$ cat config.mk
export PLATFORM = sky130hd
export DESIGN_NAME = prologue_length_decoder_core
export DESIGN_NICKNAME = d
export VERILOG_FILES = /design/src/hw/rtl/prld_pkg.sv /design/src/hw/rtl/prologue_length_decoder_core.sv
export VERILOG_INCLUDE_DIRS = /design/src /design/src/hw/rtl
export SDC_FILE = /design/constraint.sdc
export NUM_CORES = 1
export LEC_CHECK = 0
export ABC_CLOCK_PERIOD_IN_PS = 9300
export BUFFER_PORTS_ARGS = -buffer_cell sky130_fd_sc_hd__buf_2
export CORE_ASPECT_RATIO = 1.75
export CORE_MARGIN = 2
export CORE_UTILIZATION = 60
export CTS_CLUSTER_SIZE = 16
export DETAILED_ROUTE_END_ITERATION = 6
export GPL_ROUTABILITY_DRIVEN = 0
export PLACE_DENSITY = 0.84
export SYNTH_ARGS = -nofsm -noshare
export SYNTH_HDL_FRONTEND = slang
export SYNTH_SLANG_ARGS = --single-unit
$ cat constraint.sdc
create_clock -name aclk -period 9.3 [get_ports aclk]
set_input_delay 0 -clock aclk [delete_from_list [all_inputs] [get_ports aclk]]
set_output_delay 0 -clock aclk [all_outputs]
set_load 0.02 [all_outputs]
$ cat src/hw/rtl/prologue_length_decoder_core_macros.svh
// Assertion macros shared by the prologue length decoder RTL.
`ifndef PROLOGUE_LENGTH_DECODER_CORE_MACROS_SVH
`define PROLOGUE_LENGTH_DECODER_CORE_MACROS_SVH

`ifndef SYNTHESIS
`define PRLD_ASSERT(label, prop, msg) \
    label: assert property (@(posedge aclk) disable iff (!aresetn) prop) else $error(msg);
`define PRLD_ASSERT_ALWAYS(label, prop, msg) \
    label: assert property (@(posedge aclk) prop) else $error(msg);
`else
`define PRLD_ASSERT(label, prop, msg)
`define PRLD_ASSERT_ALWAYS(label, prop, msg)
`endif

`endif

$ cat src/hw/rtl/prld_pkg.sv
// Constants, types and opcode tables for the prologue length decoder.
package prld_pkg;

    localparam int MAX_STEAL_DEFAULT = 64;
    localparam int CFG_W             = 7;
    localparam int LEN_W             = 7;
    localparam int BYTE_W            = 8;
    localparam int INSN_W            = 5;
    localparam int SKIP_W            = 4;

    localparam logic [CFG_W-1:0] MIN_STEAL_RESET = 7'd14;

    typedef logic [BYTE_W-1:0] byte_t;
    typedef logic [2:0]        phase_t;
    typedef logic [SKIP_W-1:0] skip_t;

    localparam phase_t PH_PREFIX  = 3'd0;
    localparam phase_t PH_AFTER66 = 3'd1;
    localparam phase_t PH_OPCODE  = 3'd2;
    localparam phase_t PH_OPCODE2 = 3'd3;
    localparam phase_t PH_MODRM   = 3'd4;
    localparam phase_t PH_SIB     = 3'd5;
    localparam phase_t PH_SKIP    = 3'd6;

    localparam byte_t OPC_OPSIZE   = 8'h66;
    localparam byte_t OPC_ESCAPE   = 8'h0F;
    localparam logic [3:0] REX_HI  = 4'h4;

    localparam logic [2:0] OPK_BAD    = 3'd0;
    localparam logic [2:0] OPK_SIMPLE = 3'd1;
    localparam logic [2:0] OPK_MODRM  = 3'd2;
    localparam logic [2:0] OPK_MOVIMM = 3'd3;
    localparam logic [2:0] OPK_ESC    = 3'd4;

    localparam logic [1:0] MOD_NODISP = 2'd0;
    localparam logic [1:0] MOD_DISP8  = 2'd1;
    localparam logic [1:0] MOD_DISP32 = 2'd2;
    localparam logic [1:0] MOD_REG    = 2'd3;
    localparam logic [2:0] RM_SIB     = 3'd4;
    localparam logic [2:0] RM_DISP    = 3'd5;

    typedef struct packed {
        logic [2:0] kind;
        skip_t      imm;
    } op_info_t;

    function automatic op_info_t op_lookup(input byte_t b);
        op_info_t info;
        info.kind = OPK_BAD;
        info.imm  = '0;
        unique case (b)
            8'h50, 8'h51, 8'h52, 8'h53, 8'h54, 8'h55, 8'h56, 8'h57,
            8'h58, 8'h59, 8'h5A, 8'h5B, 8'h5C, 8'h5D, 8'h5E, 8'h5F,
            8'h90, 8'hC3, 8'hCC: info.kind = OPK_SIMPLE;
            8'h01, 8'h03, 8'h09, 8'h0B, 8'h21, 8'h23, 8'h29, 8'h2B,
            8'h31, 8'h33, 8'h39, 8'h3B, 8'h84, 8'h85, 8'h87, 8'h88,
            8'h89, 8'h8A, 8'h8B, 8'h8D, 8'h63: info.kind = OPK_MODRM;
            8'h80, 8'h83, 8'hC6: begin
                info.kind = OPK_MODRM;
                info.imm  = 4'd1;
            end
            8'h81, 8'hC7: begin
                info.kind = OPK_MODRM;
                info.imm  = 4'd4;
            end
            8'hB8, 8'hB9, 8'hBA, 8'hBB,
            8'hBC, 8'hBD, 8'hBE, 8'hBF: info.kind = OPK_MOVIMM;
            OPC_ESCAPE: info.kind = OPK_ESC;
            default: info.kind = OPK_BAD;
        endcase
        return info;
    endfunction

    function automatic logic op2_listed(input byte_t b);
        logic ok;
        unique case (b)
            8'h1F, 8'hB6, 8'hB7, 8'hBE, 8'hBF,
            8'h10, 8'h11, 8'h28, 8'h29, 8'h57, 8'hEF: ok = 1'b1;
            default: ok = 1'b0;
        endcase
        return ok;
    endfunction

endpackage

$ cat src/hw/rtl/prologue_length_decoder_core.sv
// Prologue length decoder: streaming x86-64 instruction length scan over code bytes.
//
// Channel   Direction  tdata (low bit up)         tuser
// s_        in         code_byte[7:0]             scan_start
// m_        out        steal_length[6:0], pad     scan_failed
// cfg_      in         min_steal_bytes[6:0]       -
//
// One code byte is taken every cycle while no result stalls; each beat is decoded
// from the input register, against the scan state, and any result is held in the
// output register. A stalled result stops the decode stage and, while the input
// register holds a beat, the input side as well.
// Reset clears the scan state and sets the minimum back to fourteen bytes.

`include "prologue_length_decoder_core_macros.svh"

module prologue_length_decoder_core #(
    parameter int MAX_STEAL = prld_pkg::MAX_STEAL_DEFAULT
) (
    input  logic                        aclk,
    input  logic                        aresetn,
    input  logic                        cfg_wr_en,
    input  logic [prld_pkg::CFG_W-1:0]  cfg_wr_data,   // min_steal_bytes
    input  logic                        s_tvalid,
    output logic                        s_tready,
    input  logic [7:0]                  s_tdata,       // code_byte
    input  logic                        s_tuser,       // scan_start
    output logic                        m_tvalid,
    input  logic                        m_tready,
    output logic [7:0]                  m_tdata,       // steal_length, zero pad
    output logic                        m_tuser        // scan_failed
);
    import prld_pkg::*;

    localparam int TOT_RAW = $clog2(MAX_STEAL + 32);
    localparam int TOT_W   = (TOT_RAW > CFG_W) ? TOT_RAW : CFG_W;

    logic [CFG_W-1:0]  min_reg;
    logic              in_valid_reg;
    byte_t             in_byte_reg;
    logic              in_start_reg;

    logic              busy_reg, busy_next;
    logic [TOT_W-1:0]  total_reg, total_next;
    logic [INSN_W-1:0] insn_reg, insn_next;
    phase_t            phase_reg, phase_next;
    logic              wide_reg, wide_next;
    skip_t             imm_reg, imm_next;
    logic [1:0]        addr_reg, addr_next;
    skip_t             skip_reg, skip_next;

    logic              m_valid_reg;
    logic [LEN_W-1:0]  m_len_reg;
    logic              m_fail_reg;

    logic              out_free;
    logic              fire;
    logic              emit;
    logic              emit_fail;
    logic [LEN_W-1:0]  emit_len;

    logic              cur_busy;
    logic              fin_complete;
    logic              fin_fail;
    logic              go_after;
    skip_t             after_skip;
    skip_t             disp;
    skip_t             skip_dec;
    logic [TOT_W-1:0]  sum;
    op_info_t          info;
    logic [1:0]        mod;
    logic [2:0]        rm;

    assign out_free = !m_valid_reg || m_tready;
    assign fire     = in_valid_reg && out_free;
    assign s_tready = !in_valid_reg || fire;

    always_comb begin
        busy_next    = busy_reg;
        total_next   = total_reg;
        insn_next    = insn_reg + 1'b1;
        phase_next   = phase_reg;
        wide_next    = wide_reg;
        imm_next     = imm_reg;
        addr_next    = addr_reg;
        skip_next    = skip_reg;
        cur_busy     = busy_reg;
        emit         = 1'b0;
        emit_fail    = 1'b0;
        emit_len     = '0;
        fin_complete = 1'b0;
        fin_fail     = 1'b0;
        go_after     = 1'b0;
        after_skip   = '0;
        disp         = '0;
        sum          = '0;
        info         = op_lookup(in_byte_reg);
        mod          = in_byte_reg[7:6];
        rm           = in_byte_reg[2:0];
        skip_dec     = (skip_reg == '0) ? '0 : skip_reg - 1'b1;

        if (in_start_reg) begin
            cur_busy   = 1'b1;
            busy_next  = 1'b1;
            total_next = '0;
            insn_next  = INSN_W'(1);
            phase_next = PH_PREFIX;
            wide_next  = 1'b0;
            imm_next   = '0;
            addr_next  = '0;
            skip_next  = '0;
        end

        if (in_start_reg && min_reg == '0) begin
            emit = 1'b1;
        end else if (!cur_busy) begin
            insn_next = insn_reg;
        end else begin
            unique case (phase_next)
                PH_PREFIX, PH_AFTER66, PH_OPCODE: begin
                    if (phase_next == PH_PREFIX && in_byte_reg == OPC_OPSIZE) begin
                        phase_next = PH_AFTER66;
                    end else if (phase_next != PH_OPCODE && in_byte_reg[7:4] == REX_HI) begin
                        wide_next  = in_byte_reg[3];
                        phase_next = PH_OPCODE;
                    end else begin
                        unique case (info.kind)
                            OPK_SIMPLE: fin_complete = 1'b1;
                            OPK_MODRM: begin
                                imm_next   = info.imm;
                                phase_next = PH_MODRM;
                            end
                            OPK_MOVIMM: begin
                                go_after   = 1'b1;
                                after_skip = wide_next ? 4'd8 : 4'd4;
                            end
                            OPK_ESC: phase_next = PH_OPCODE2;
                            default: fin_fail = 1'b1;
                        endcase
                    end
                end
                PH_OPCODE2: begin
                    if (op2_listed(in_byte_reg)) begin
                        imm_next   = '0;
                        phase_next = PH_MODRM;
                    end else begin
                        fin_fail = 1'b1;
                    end
                end
                PH_MODRM: begin
                    if (mod == MOD_REG) begin
                        go_after   = 1'b1;
                        after_skip = imm_next;
                    end else if (mod == MOD_NODISP && rm == RM_DISP) begin
                        fin_fail = 1'b1;
                    end else if (rm == RM_SIB) begin
                        addr_next  = mod;
                        phase_next = PH_SIB;
                    end else begin
                        disp       = (mod == MOD_DISP8) ? 4'd1 :
                                     (mod == MOD_DISP32) ? 4'd4 : 4'd0;
                        go_after   = 1'b1;
                        after_skip = disp + imm_next;
                    end
                end
                PH_SIB: begin
                    if (addr_next == MOD_DISP8) begin
                        disp = 4'd1;
                    end else if (addr_next == MOD_DISP32) begin
                        disp = 4'd4;
                    end else begin
                        disp = (rm == RM_DISP) ? 4'd4 : 4'd0;
                    end
                    go_after   = 1'b1;
                    after_skip = disp + imm_next;
                end
                PH_SKIP: begin
                    skip_next = skip_dec;
                    if (skip_dec == '0) begin
                        fin_complete = 1'b1;
                    end
                end
                default: fin_fail = 1'b1;
            endcase

            if (go_after) begin
                if (after_skip == '0) begin
                    fin_complete = 1'b1;
                end else begin
                    skip_next  = after_skip;
                    phase_next = PH_SKIP;
                end
            end

            if (fin_complete) begin
                sum = total_next + TOT_W'(insn_next);
                if (sum > TOT_W'(MAX_STEAL)) begin
                    fin_fail = 1'b1;
                end else if (sum >= TOT_W'(min_reg)) begin
                    emit     = 1'b1;
                    emit_len = sum[LEN_W-1:0];
                end else begin
                    total_next = sum;
                    insn_next  = '0;
                    phase_next = PH_PREFIX;
                    wide_next  = 1'b0;
                    imm_next   = '0;
                    addr_next  = '0;
                    skip_next  = '0;
                end
            end

            if (fin_fail) begin
                emit      = 1'b1;
                emit_fail = 1'b1;
                emit_len  = '0;
            end
        end

        if (emit) begin
            busy_next  = 1'b0;
            total_next = '0;
            insn_next  = '0;
            phase_next = PH_PREFIX;
            wide_next  = 1'b0;
            imm_next   = '0;
            addr_next  = '0;
            skip_next  = '0;
        end
    end

    always_ff @(posedge aclk) begin
        if (!aresetn) begin
            min_reg      <= MIN_STEAL_RESET;
            in_valid_reg <= 1'b0;
            m_valid_reg  <= 1'b0;
            busy_reg     <= 1'b0;
            total_reg    <= '0;
            insn_reg     <= '0;
            phase_reg    <= PH_PREFIX;
            wide_reg     <= 1'b0;
            imm_reg      <= '0;
            addr_reg     <= '0;
            skip_reg     <= '0;
        end else begin
            if (cfg_wr_en) begin
                min_reg <= cfg_wr_data;
            end
            if (s_tready) begin
                in_valid_reg <= s_tvalid;
            end
            if (out_free) begin
                m_valid_reg <= fire && emit;
            end
            if (fire) begin
                busy_reg  <= busy_next;
                total_reg <= total_next;
                insn_reg  <= insn_next;
                phase_reg <= phase_next;
                wide_reg  <= wide_next;
                imm_reg   <= imm_next;
                addr_reg  <= addr_next;
                skip_reg  <= skip_next;
            end
        end
    end

    always_ff @(posedge aclk) begin
        if (s_tvalid && s_tready) begin
            in_byte_reg  <= s_tdata;
            in_start_reg <= s_tuser;
        end
        if (fire && emit) begin
            m_len_reg  <= emit_len;
            m_fail_reg <= emit_fail;
        end
    end

    assign m_tvalid = m_valid_reg;
    assign m_tdata  = {1'b0, m_len_reg};
    assign m_tuser  = m_fail_reg;

    `PRLD_ASSERT(a_fail_len_zero, m_valid_reg && m_fail_reg |-> m_len_reg == '0, "failure beat carries a nonzero length")
    `PRLD_ASSERT(a_ok_len_min, m_valid_reg && !m_fail_reg && m_len_reg != '0 |-> m_len_reg >= min_reg, "successful length is below the minimum")
    `PRLD_ASSERT(a_total_bound, busy_reg |-> total_reg <= TOT_W'(MAX_STEAL), "running total passed the limit")
    `PRLD_ASSERT(a_skip_live, phase_reg == PH_SKIP |-> skip_reg != '0, "skip phase with nothing left to skip")
    `PRLD_ASSERT(a_emit_idle, fire && emit |=> !busy_reg, "scan still busy after its result")
    `PRLD_ASSERT_ALWAYS(a_reset_clear, !aresetn |=> !m_valid_reg && !busy_reg && !in_valid_reg, "state not cleared by reset")

endmodule

# Yosys cells after proc, flatten, opt, wreduce, memory -nomap -nowiden
# Cells that the tools add are included.
[totals]
ff_bits = 53
inputBits = 21
[classes]
n_reduce_logical = 30
n_mux = 137
add_sub_neg = 5
n_eq_ne = 81
magnitude_cmp = 2
n_bitwise = 3
[ops]
columns = ["op", "count"]
rows = [
  ["equality test 8 bit, second input constant", 27],
  ["equality test 8 x 7 -> 1 bit, second input constant", 18],
  ["2-to-1 mux 4 bit", 34],
  ["equality test 8 x 6 -> 1 bit, second input constant", 9],
  ["2-to-1 mux 3 bit", 20],
  ["2-to-1 mux 1 bit", 49],
  ["2-to-1 mux 7 bit", 7],
  ["2-to-1 mux 5 bit", 7],
  ["OR reduction 26 bit", 1],
  ["equality test 8 x 4 -> 1 bit, second input constant", 3],
  ["equality test 8 x 5 -> 1 bit, second input constant", 3],
  ["2-to-1 mux 2 bit", 11],
  ["OR reduction 19 bit", 1],
  ["equality test 3 bit, second input constant", 6],
  ["equality test 3 x 2 -> 1 bit, second input constant", 4],
  ["logical NOT 4 bit", 3],
  ["case mux 3 bit (2 select lines)", 2],
  ["case mux 3 bit (4 select lines)", 1],
  ["case mux 4 bit (3 select lines)", 1],
  ["OR reduction 11 bit", 1],
  ["case mux 3 bit (3 select lines)", 1],
  ["equality test 8 x 1 -> 1 bit, second input constant", 1],
  ["equality test 8 x 2 -> 1 bit, second input constant", 1],
  ["case mux 4 bit (2 select lines)", 1],
  ["29 further kinds", 46],
]

# Logic depth before layout (Yosys ltp)
# Gate-level depths: netlist (run 1).
[depth]
word_depth = 24
mapped_depth = 20

# Least setup slack after synthesis (run 1)
# Ideal clock, no wire load.
[synth_path]
path_type = "register -> register"
from = "register in_start_reg"
to = "register imm_reg[1]"
t_arrival_ps = 4463
stages_incl_launch_ff = 21
setup_slack_ps = 4758
path_buffers = 5
cell_sequence = "edfxtp_1 clkbuf_1 clkbuf_1 clkbuf_1 clkbuf_1 nor2b_1 ha_1 a211oi_1 o21bai_1 a21oi_1 xnor2_1 inv_1 ha_1 a21o_1 a21oi_1 nand2_1 o21ai_2 a31oi_1 nand2b_1 buf_2 nor3b_1"
[synth_via]
elab_chain_len = 23
word_cells_on_any_way = 79
cone_classes = "add/sub (3); order compare (2); eq/ne (9); mux (58); reduce/logical (7)"
[synth_rtl]
columns = ["item", "line_no", "rtl"]
rows = [
  ["from (decl)", "prologue_length_decoder_core.sv:40", "logic in_start_reg;"],
  ["from (signal assigned)", "prologue_length_decoder_core.sv:270", "in_start_reg <= s_tuser;"],
  ["2-to-1 mux 2 bit", "prologue_length_decoder_core.sv:101", "if (in_start_reg) begin"],
  ["equality test 2 bit", "prologue_length_decoder_core.sv:168", "end else if (addr_next == MOD_DISP32) begin"],
  ["2-to-1 mux 3 bit", "prologue_length_decoder_core.sv:168", ""],
  ["2-to-1 mux 3 bit", "prologue_length_decoder_core.sv:166", "if (addr_next == MOD_DISP8) begin"],
  ["2-to-1 mux 4 bit", "prologue_length_decoder_core.sv:118", "unique case (phase_next)"],
  ["2-to-1 mux 4 bit", "prologue_length_decoder_core.sv:115", "end else if (!cur_busy) begin"],
  ["2-to-1 mux 4 bit", "prologue_length_decoder_core.sv:113", "if (in_start_reg && min_reg == '0) begin"],
  ["adder 4 bit", "prologue_length_decoder_core.sv:174", "after_skip = disp + imm_next;"],
  ["(+7 left out)", "-", ""],
  ["2-to-1 mux 1 bit", "prologue_length_decoder_core.sv:113", ""],
  ["2-to-1 mux 1 bit", "prologue_length_decoder_core.sv:194", "if (fin_complete) begin"],
  ["2-to-1 mux 1 bit", "prologue_length_decoder_core.sv:115", ""],
  ["2-to-1 mux 1 bit", "prologue_length_decoder_core.sv:113", ""],
  ["2-to-1 mux 1 bit", "prologue_length_decoder_core.sv:212", "if (fin_fail) begin"],
  ["2-to-1 mux 1 bit", "prologue_length_decoder_core.sv:115", ""],
  ["2-to-1 mux 1 bit", "prologue_length_decoder_core.sv:113", ""],
  ["2-to-1 mux 4 bit *", "prologue_length_decoder_core.sv:219", "if (emit) begin"],
  ["to (signal assigned)", "prologue_length_decoder_core.sv:260", "imm_reg <= imm_next;"],
  ["to (decl)", "prologue_length_decoder_core.sv:47", "skip_t imm_reg, imm_next;"],
]
# Every way passes the cells marked *; elsewhere a longest branch is shown, timed or not. The select of a mux whose other input is x is not followed.
# A chain may end at the register's enable or synchronous reset.

# Worst setup path after layout (run 1)
# Same ends and word-level chain as after synthesis.

==> impl_results.md, run 1 <==
* Result of the run: complete, no violations
* H-tree Lvls at 2
* Cell chain of the critical path: buf_4 > inv_1 > nand2_1 > ha_1 > a211oi_1 > nor2_1 > xnor2_1 > inv_1 > ha_1 > o21ai_0 > a21oi_1 > o2111ai_1 > nand2_1 > o21ai_2 > a31oi_1 > nand2b_1 > nor3b_1
* DRC marker count from the first detailed-route iteration at 330
* Critical Path Sink Type: flip-flop
* Maximum number of pins on one net before global-route repair at 42
* Post-route clock period utilization at 52.4%
* Vias in the first global route at 3910
* Mean Syn Cell Area at 8.26 sq um
* DP Cell Count at 560
* Fraction of layout instances using a drive strength above 1 at 12.3%
* Hold Crit Endpoint: min_reg[2]
* Final worst path period need at 4870 ps
* Half-perimeter wire length after placement at between 8000 and 9000 microns
* Final number of setup-violating endpoints at 0
* Main flop type after synthesis: dfxtp_1
* I/O pin count at 32
* Net switching component of the power at 146 uW
* Data required time at the worst endpoint at approximately 9500 ps
* Unrepaired setup endpoints after global routing: no
* Power density over the cells at 119 mW/mm^2
* Maximum vdd ir drop at about 0.12 mV
* Critical path's slowest cell: a31oi_1
* Setup slack of the most critical reg-to-reg path at 4430 ps
* Global route overflow at 0
* Gate count after technology mapping at 475
* Reg area at 0.00123 sq mm
* Worst clock skew at about 6.4 ps
* Worst-path fanout max at 41
* Full die area at between 0.007 and 0.008 sq mm
* Peak clock frequency supported by timing at about 210 MHz
* Hold Violations, Final at 0
* Start of the worst register-to-register path: in_start_reg
* Slew margin rel. at 27.2%
* Area after DPL at 0.00405 sq mm
* Post-synth ARST share at 0%
* Initial core utilization at 60.9%
* Final WL at 11400 microns
* Power, Total at around 520 uW
* Post-layout instance count excluding filler cells at 585
* Gate power share at 13.9%
* Commonest non-fill, non-tap cells in the layout: nor2_1, nand2_1, dfxtp_1, buf_2, a21oi_1
* Max-slew violation total from the final report at 0
* Count of nets left with antenna violations after detail routing at 0
* Critical Path AT at between 5000 and 6000 ps
* Final total negative setup slack at 0 ps
* Post-synthesis instance area at just under 0.004 sq mm
* Transition time at the pin with the least slew margin at 1090 ps
* Most common library cell in the layout ignoring fill and taps: nor2_1
* Clock insertion delay at the later pin of the skew report at 300 ps
* Floorplan row count at 39
* Max reg flops at 8
* First-pass DRT Iterations at 5
* Delay of the slowest critical-path stage at about 800 ps
* Worst hold path class: in2reg
* Placeable core area at 0.00644 sq mm
* Worst reg2reg endpoint: imm_reg[1]
* Total of flip-flops plus latches after synthesis at 53
* Fillers at 533
* Unique cell type count in the Yosys netlist at 77
* Count of buffers inserted at the top-level ports at 30
* Number of instances resized during post-cts repair at 0
* Clock Tree Buf Depth at 2
* Width of the die at approximately 65 microns
* Total number of clock tree sinks at 53
* Number of enable flip-flop cells after synthesis at 17
* Switching portion of total power at 28.1%
* Worst hold margin at 60.8 ps
* Type of the worst setup path: reg2reg
* Number of cell instances on the worst register-to-register path at 17
* All-layer global routing usage at about 34%
* Seq/Total Area, Yosys at 31.4%
* Master cell of the clock root buffer: clkbuf_16
* DR WL/cell at 19.5 microns
* Hold Path Origin: aresetn
* Leak Pwr at 1.69 nW
* First-pass GRT wire length at 18800 microns
* Sequential fraction of design power at 49.1%
* Number of remaining DRC errors at 0
* Multi-input logic area at 0.00246 sq mm
* Hold path depth at 2
* Max-cap violations at 0
* Register clock-pin slew on the reported worst setup and hold paths at 70 ps
* Cell-internal power at between 300 and 400 uW
* Number of nets in the synthesized netlist at 516
* Count of buffers added by post-CTS timing repair for setup at 0
* Antenna Cells at 0
* Final Cell Area at 0.00436 sq mm
* Area overhead of the layout relative to synthesis at 11.3%
* Share of total power in the clock network at between 30 and 40%
* Clock tree from TritonCTS: yes
* Number of warnings reported in the yosys synthesis log at 0
* Setup slack of the critical path after layout at 4430 ps
* Net count reported at finish at between 500 and 600
* Setup slack after placement at 4630 ps
* Startpoint type of the worst setup path: flip-flop
* Layout Utilization at 67.8%
* # hold bufs at CTS at 17
* Number of vias per cell after detailed routing at 6.59
* Die boundary height at roughly 110 microns
* Vias after detailed routing at 3855
* Initial antenna violation count at 0
* Number of buffers created by CTS at 5
[area by class of cell]
cell class	instances	share of cell area, %
inverter	23	1.98
multi-input combinational	370	56.4
tap	82	2.35
clock inverter	3	0.487
clock buffer	5	2.87
sequential	53	28.2
timing repair buffer	49	7.68
[power groups by stage]
stage               Combinational [mW]  Clock (mW)  Sequential [mW]
finish                          0.0725       0.192            0.256
global route                    0.0778       0.198            0.257
CTS                             0.0696       0.191            0.255
detailed placement              0.0638           0            0.261
global placement                0.0621           0            0.260
floorplan                       0.0507           0            0.256
[critical path: cells and delay by family (launching register included)]
kind	cells	cell delay (ps)
DFF	1	360
adders and majority gates	2	560
buffers and inverters	3	780
and+or+nand+nor	5	1020
xor gates and xnor gates	1	300
AOI/OAI and AO/OA	6	1720
[worst max-delay path by stage]
stage | end | from | slack, ps
after floorplan | imm_reg[1] | in_start_reg | 4760
after global placement | imm_reg[3] | in_start_reg | 4860
after detailed placement | busy_reg | in_start_reg | 4630
after CTS | busy_reg | in_start_reg | 4560
after global routing | imm_reg[3] | in_start_reg | 4160
final | imm_reg[1] | in_start_reg | 4430
[cell usage after synthesis, types with 7 or more instances]
library cell / n / share of area [%]
a211oi_1: 7 / 1.3
a21oi_1: 27 / 3.4
buf_2: 8 / 1.0
clkbuf_1: 15 / 1.4
dfxtp_1: 36 / 18
edfxtp_1: 17 / 13
ha_1: 19 / 6.1
inv_1: 22 / 2.1
mux2i_1: 14 / 3.6
nand2_1: 45 / 4.3
nand2b_1: 7 / 1.1
nand3_1: 15 / 1.9
nor2_1: 54 / 5.2
nor2b_1: 18 / 2.9
nor3_1: 13 / 1.7
o21ai_0: 15 / 1.9
o21ai_1: 8 / 1.0
xor2_1: 7 / 1.6
[cells by family after synthesis]
group / count (synthesis) / share of synthesized area [%]
adders and majority gates: 20 / 6.57
buffers and inverters: 52 / 5.81
DFF: 53 / 31.4
and+or+nand+nor: 199 / 27.2
other: 1 / 0.0956
muxes: 14 / 3.57
AOI/OAI and AO/OA: 125 / 22.9
xor gates and xnor gates: 11 / 2.46
[layer usage]
metal  vias up  part of all wire (%)  GRT usage (%)
li1       1795                     -              -
met1      1799                    35           34.3
met2       187                    53           59.9
met3        74                   4.6           4.97
met4         0                   7.1           23.8
met5         -                     0              0
Note: power is estimated with default switching activity, not from simulation.
==> run 2, diff against run 1 <==
- ABC_CLOCK_PERIOD_IN_PS: 9300 -> 4100
- CORE_UTILIZATION: 60 -> 55
- PLACE_DENSITY: 0.84 -> 0.81
- clock period: 9.3 -> 4.1 ns (I/O delays scaled with it)
==> run 2 against run 1 <==
Effect of this change: worst hold slack worse by 33 ps; register-to-register slack worse by 4200 ps; non-clock buffer count is 11 higher; critical path depth stayed put; combinational power is 150% higher; core utilization is 2.8 points lower; sequential power is 120% higher; sequential cell count stayed put; setup slack worse by 4200 ps; final area is 2.8% higher; via count is 0.91% higher; critical path type unchanged; highest routed layer unchanged.
==> impl_results.md, run 2 (synthesis results as in run 1) <==
* Commonest non-fill, non-tap cells in the layout: nor2_1, nand2_1, dfxtp_1, buf_2, a21oi_1
* Startpoint type of the worst setup path: flip-flop
* Width of the die at 67.8 microns
* Full die area at just under 0.008 sq mm
* H-tree Lvls at 2
* Peak clock frequency supported by timing at approximately 260 MHz
* Gate power share at 15.0%
* Final total negative setup slack at 0 ps
* Worst hold margin at 28.0 ps
* Most common library cell in the layout ignoring fill and taps: nor2_1
* Master cell of the clock root buffer: clkbuf_16
* Total number of clock tree sinks at 53
* Count of buffers inserted at the top-level ports at 30
* Floorplan row count at 40
* Max-cap violations at 0
* Worst-path fanout max at 6
* Final number of setup-violating endpoints at 0
* Total buffers and inverters traversed by the critical path at 2
* Clock insertion delay at the later pin of the skew report at 300 ps
* Delay of the slowest critical-path stage at 340 ps
* Maximum vdd ir drop at 0.258 mV
* Vias after detailed routing at about 4000
* Type of the worst setup path: reg2reg
* Register clock-pin slew on the reported worst setup and hold paths at approximately 70 ps
* Clock Tree Buf Depth at 2
* Global route overflow at 0
* Power, Total at 1.19 mW
* Initial antenna violation count at 0
* Number of buffers created by CTS at 5
* Clock tree from TritonCTS: yes
* Cell-internal power at 871 uW
* Switching portion of total power at 26.5%
* Sequential fraction of design power at 48.4%
* Placeable core area at 0.00691 sq mm
* Share of total power in the clock network at a little over a third
* Initial core utilization at 56.8%
* Max-slew violation total from the final report at 0
* Critical path's slowest cell: dfxtp_1
* First-pass GRT wire length at 17700 microns
* Top cell family by delay on the critical path: compound AO/OA/AOI/OAI gates
* Net switching component of the power at 314 uW
* Number of remaining DRC errors at 0
* Fraction of layout instances using a drive strength above 1 at 14.8%
* Power density over the cells at 264 mW/mm^2
* Data required time at the worst endpoint at about 4300 ps
* Transition time at the pin with the least slew margin at 761 ps
* Fillers at 572
* Setup slack of the most critical reg-to-reg path at approximately 240 ps
* Unrepaired setup endpoints after global routing: no
* Number of vias per cell after detailed routing at 6.51
* Half-perimeter wire length after placement at 8260 microns
* Worst clock skew at approximately 9.5 ps
* All-layer global routing usage at 30.1%
* Max reg flops at 8
* Result of the run: complete, no violations
* Final worst path period need at ~3900 ps
* Critical Path AT at 4040 ps
* Vias in the first global route at 3827
* Cell chain of the critical path: ha_1 > nor2b_2 > ha_1 > a211oi_1 > o21bai_1 > a21oi_1 > xnor2_1 > inv_1 > ha_1 > a21o_1 > a21oi_1 > nand2_1 > nor3_2 > buf_4 > nor3_1 > o21ai_0 > a21oi_1
* Count of nets left with antenna violations after detail routing at 0
* DR WL/cell at around 19 microns
* DRC marker count from the first detailed-route iteration at 300
* First-pass DRT Iterations at 7
* Slew margin rel. at 48.6%
* Critical Path Sink Type: flip-flop
* Worst hold path class: in2reg
* Antenna Cells at 0
* Die boundary height at 116 microns
* Net count reported at finish at 554
* Hold Violations, Final at 0
* Area overhead of the layout relative to synthesis at 14.5%
* I/O pin count at 32
* Post-route clock period utilization at 94.0%
* Leak Pwr at between 1.5 and 2 nW
* Final WL at 11200 microns
* Maximum number of pins on one net before global-route repair at 33
## run 2: worst paths after layout
path                     start      endpoint  cells after the start
setup reg to reg   insn_reg[0]    imm_reg[2]                     17
hold / removal        m_tready      m_tvalid                      4
hold reg to reg   total_reg[2]  total_reg[2]                      2
setup / recovery   insn_reg[0]    imm_reg[2]                     17
## run 2: layout make-up
| type | instances | area [sq um] | area share [%] |
|---|---|---|---|
| clock buffer | 6 | 139 | 3.09 |
| clock inverter | 2 | 13.8 | 0.307 |
| inverter | 23 | 86.3 | 1.92 |
| multi-input combinational | 370 | 2490 | 55.6 |
| sequential | 53 | 1230 | 27.4 |
| tap | 84 | 105 | 2.34 |
| timing repair buffer | 60 | 418 | 9.31 |
## run 2: power groups by stage
| stage | clock network (mW) | logic, mW | registers [mW] |
|---|---|---|---|
| after global placement | 0 | 0.153 | 0.586 |
| after detailed placement | 0 | 0.157 | 0.586 |
| after global routing | 0.459 | 0.192 | 0.575 |
| after CTS | 0.437 | 0.170 | 0.574 |
| after floorplan | 0 | 0.117 | 0.580 |
| final | 0.434 | 0.178 | 0.573 |
## run 2: worst register-to-register path: cells and delay by family, from the launching register on
kind	cells	cell delay (ps)
DFF	1	340
AOI/OAI and AO/OA	7	1240
buffers and inverters	2	320
and+or+nand+nor	4	770
adders and majority gates	3	880
xor gates and xnor gates	1	200
## run 2: per-stage QoR
| step | utilization [%] | cells | cell area [sq um] | setup slack (ps) |
|---|---|---|---|---|
| floorplan | - | 475 | 3950 | 27.6 |
| global placement | 59.9 | 571 | 4140 | 240 |
| detailed placement | 59.9 | 571 | 4140 | 92.9 |
| CTS | 64.6 | 596 | 4460 | 24.8 |
| global route | 65.0 | 598 | 4490 | 28.3 |
| finish | 65.0 | 598 | 4490 | 244 |
## run 2: repair_timing
item | 4_1_cts | 5_1_grt
setup buffers | 0 | 2
setup endpoints to repair | 0 | 12
hold endpoints to repair | 17 | 0
resized for setup | 0 | 3
hold buffers | 17 | 0
## run 2: per-layer routing
layer / up-vias / GRT usage, % / routed length [microns]
met3: 80 / 5.34 / 726
li1: 1825 / - / -
met4: 0 / 25.9 / 978
met2: 206 / 52.1 / 5770
met1: 1779 / 29.6 / 3720
met5: - / 0 / 0
==> run 3, diff against run 2 <==
- CORE_MARGIN: 2 -> 4
- MAX_ROUTING_LAYER: not set -> met4
==> run 3 against run 2 <==
Effect of this change: critical path depth stayed put; sequential power hardly changed; combinational power barely moved; largest power group unchanged; clock power grew 13%; clock skew increased by 2.8 ps; sequential share of layout area is 0.14 points lower; critical endpoint is now imm_reg[1]; first-iteration DRC count up 4.7%; largest cell class unchanged; the flow now finishes with violations (DRC); routed wire length down 0.96%; power up 4.6%.
==> impl_results.md, run 3 (synthesis results as in run 1) <==
* Total buffers and inverters traversed by the critical path at 2
* Final WL at 11100 microns
* Max reg flops at 8
* Hold Path Origin: m_tready
* Layout Utilization at between 60 and 70%
* Detailed-routing wirelength on met1 at 3830 microns
* Power, Total at 1.24 mW
* Initial antenna violation count at 0
* Transition time at the pin with the least slew margin at 891 ps
* H-tree Lvls at 2
* Power density over the cells at 275 mW/mm^2
* Peak clock frequency supported by timing at between 200 and 300 MHz
* Die boundary height at 120 microns
* Maximum number of pins on one net before global-route repair at 21
* I/O pin count at 32
* Global route overflow at 0
* Count of nets left with antenna violations after detail routing at 0
* Antenna Cells at 0
* Full die area at approximately 0.0086 sq mm
* Number of remaining DRC errors at 1
* Critical Path Sink Type: flip-flop
* Violated checks: DRC
* DRC marker count from the first detailed-route iteration at 314
* Worst hold margin at around 27 ps
* DR WL/cell at 18.6 microns
* Count of buffers inserted at the top-level ports at 30
* Source of the critical timing path: in_start_reg
* Maximum vdd ir drop at 0.321 mV
* Clock tree from TritonCTS: yes
* Most common library cell in the layout ignoring fill and taps: nor2_1
* Final number of setup-violating endpoints at 0
* Hold Violations, Final at 0
* Register clock-pin slew on the reported worst setup and hold paths at 70 ps
* First-pass GRT wire length at 18100 microns
* Result of the run: complete, but fails checks
* Unrepaired setup endpoints after global routing: yes
* Clock Tree Buf Depth at 2
* Critical Path AT at between 4000 and 5000 ps
* Worst clock skew at between 10 and 15 ps
* Critical path's slowest cell: edfxtp_1
* Half-perimeter wire length after placement at 8200 microns
* Initial core utilization at 56.8%
* Commonest non-fill, non-tap cells in the layout: nor2_1, nand2_1, dfxtp_1, buf_2, a21oi_1
* Worst-path fanout max at 10
* Setup slack of the most critical reg-to-reg path at 220 ps
* Number of cell instances on the worst register-to-register path at 17
* Final worst path period need at 3880 ps
* Leak Pwr at 1.76 nW
* DP Cell Count at between 500 and 600
* Data required time at the worst endpoint at 4310 ps
* Area overhead of the layout relative to synthesis at 15.0%
* Cell chain of the critical path: inv_1 > nand2_1 > ha_1 > fa_1 > a21oi_1 > nor2b_1 > nor2_1 > xor2_1 > inv_1 > ha_1 > a21o_1 > a21oi_1 > nand2_1 > o21ai_4 > a31oi_4 > nand2b_4 > nor3b_1
* Clock insertion delay at the later pin of the skew report at 300 ps
* Fraction of layout instances using a drive strength above 1 at between 10% and 20%
* Routed met3 length at 580 microns
* Post-route clock period utilization at 94.7%
* Hold Crit Endpoint: m_tvalid
* All-layer global routing usage at 27.4%
* Top cell family by delay on the critical path: compound AO/OA/AOI/OAI gates
* Type of the worst setup path: reg2reg
* Floorplan row count at 40
* Number of buffers created by CTS at 5
* Vias after detailed routing at 3879
* Post-layout instance count excluding filler cells at 597
* Number of vias per cell after detailed routing at 6.50
* Delay of the slowest critical-path stage at 500 ps
* Worst hold path class: in2reg
* Detail Route met2 WL at 5870 microns
* Max-slew violation total from the final report at 0
* Startpoint type of the worst setup path: flip-flop
* Vias in the first global route at 3908
* First-pass DRT Iterations at 7
* Master cell of the clock root buffer: clkbuf_16
* Highest routed layer: met4
* Placeable core area at 0.00691 sq mm
* Width of the die at 71.8 microns
* Max-cap violations at 0
* Hold path depth at 4
* Slew margin rel. at between 30% and 40%
* Worst reg2reg endpoint: imm_reg[1]
* Start of the worst register-to-register path: in_start_reg
* Net count reported at finish at 553
* Total number of clock tree sinks at 53
-- run 3: cell count changes in the layout (fill, tap and decap cells not counted) --
cell and delta:
clkinv_4 -1, clkbuf_8 -1, a221oi_2 +1, a211oi_2 +1, nor2b_1 -1, bufinv_16 +1
a211oi_1 -1, a221oi_1 -1, nor2b_2 +1, inv_6 +1, buf_4 -1
-- run 3: worst max-delay path by stage --
stage	to	slack, ps	depth (start not counted)
CTS	imm_reg[1]	40	16
finish	imm_reg[1]	220	17
global placement	imm_reg[1]	240	16
global route	imm_reg[1]	-30	17
detailed placement	imm_reg[3]	80	16
floorplan	imm_reg[1]	30	20
-- run 3: cell type report --
cell class | instances | area, sq um
clock buffer | 5 | 125
inverter | 23 | 86.3
fill | 566 | 2400
tap | 84 | 105
timing repair buffer | 59 | 410
multi-input combinational | 370 | 2510
clock inverter | 3 | 43.8
sequential | 53 | 1230
-- run 3: per-stage QoR --
step                      TNS [ps]  setup slack, ps  instance area [sq um]
after floorplan                  0             27.6                   3950
after global placement           0              240                   4130
after detailed placement         0             77.3                   4130
after CTS                        0             39.2                   4470
after global routing         -29.9            -29.9                   4510
final                            0              215                   4510
-- run 3: timing repair --
action | in CTS | in global routing
endpoints found under the hold margin | 17 | 0
endpoints found under the setup margin | 0 | 17
buffers inserted | 0 | 2
hold buffers | 17 | 0
gates resized for setup | 0 | 6
-- run 3: worst reg2reg max path: cells and delay by family, from the launching register on --
| kind | cells | cell delay (ps) |
|---|---|---|
| flip-flops | 1 | 500 |
| AO/OA/AOI/OAI | 5 | 1020 |
| AND/OR/NAND/NOR | 6 | 920 |
| adder cells (fa/ha/maj) | 3 | 860 |
| buffers and inverters | 2 | 210 |
| XOR/XNOR | 1 | 270 |
-- run 3: power breakdown --
part / total (mW) / switching, mW / internal, mW
clock network: 0.489 / 0.199 / 0.289
registers: 0.576 / 0.0190 / 0.557
logic: 0.175 / 0.103 / 0.0717
-- run 3: per-layer routing --
layer | vias up | track usage (%)
met2 | 183 | 48.3
li1 | 1817 | -
met1 | 1817 | 26.2
met3 | 62 | 3.77
met5 | - | -
met4 | 0 | 20.6
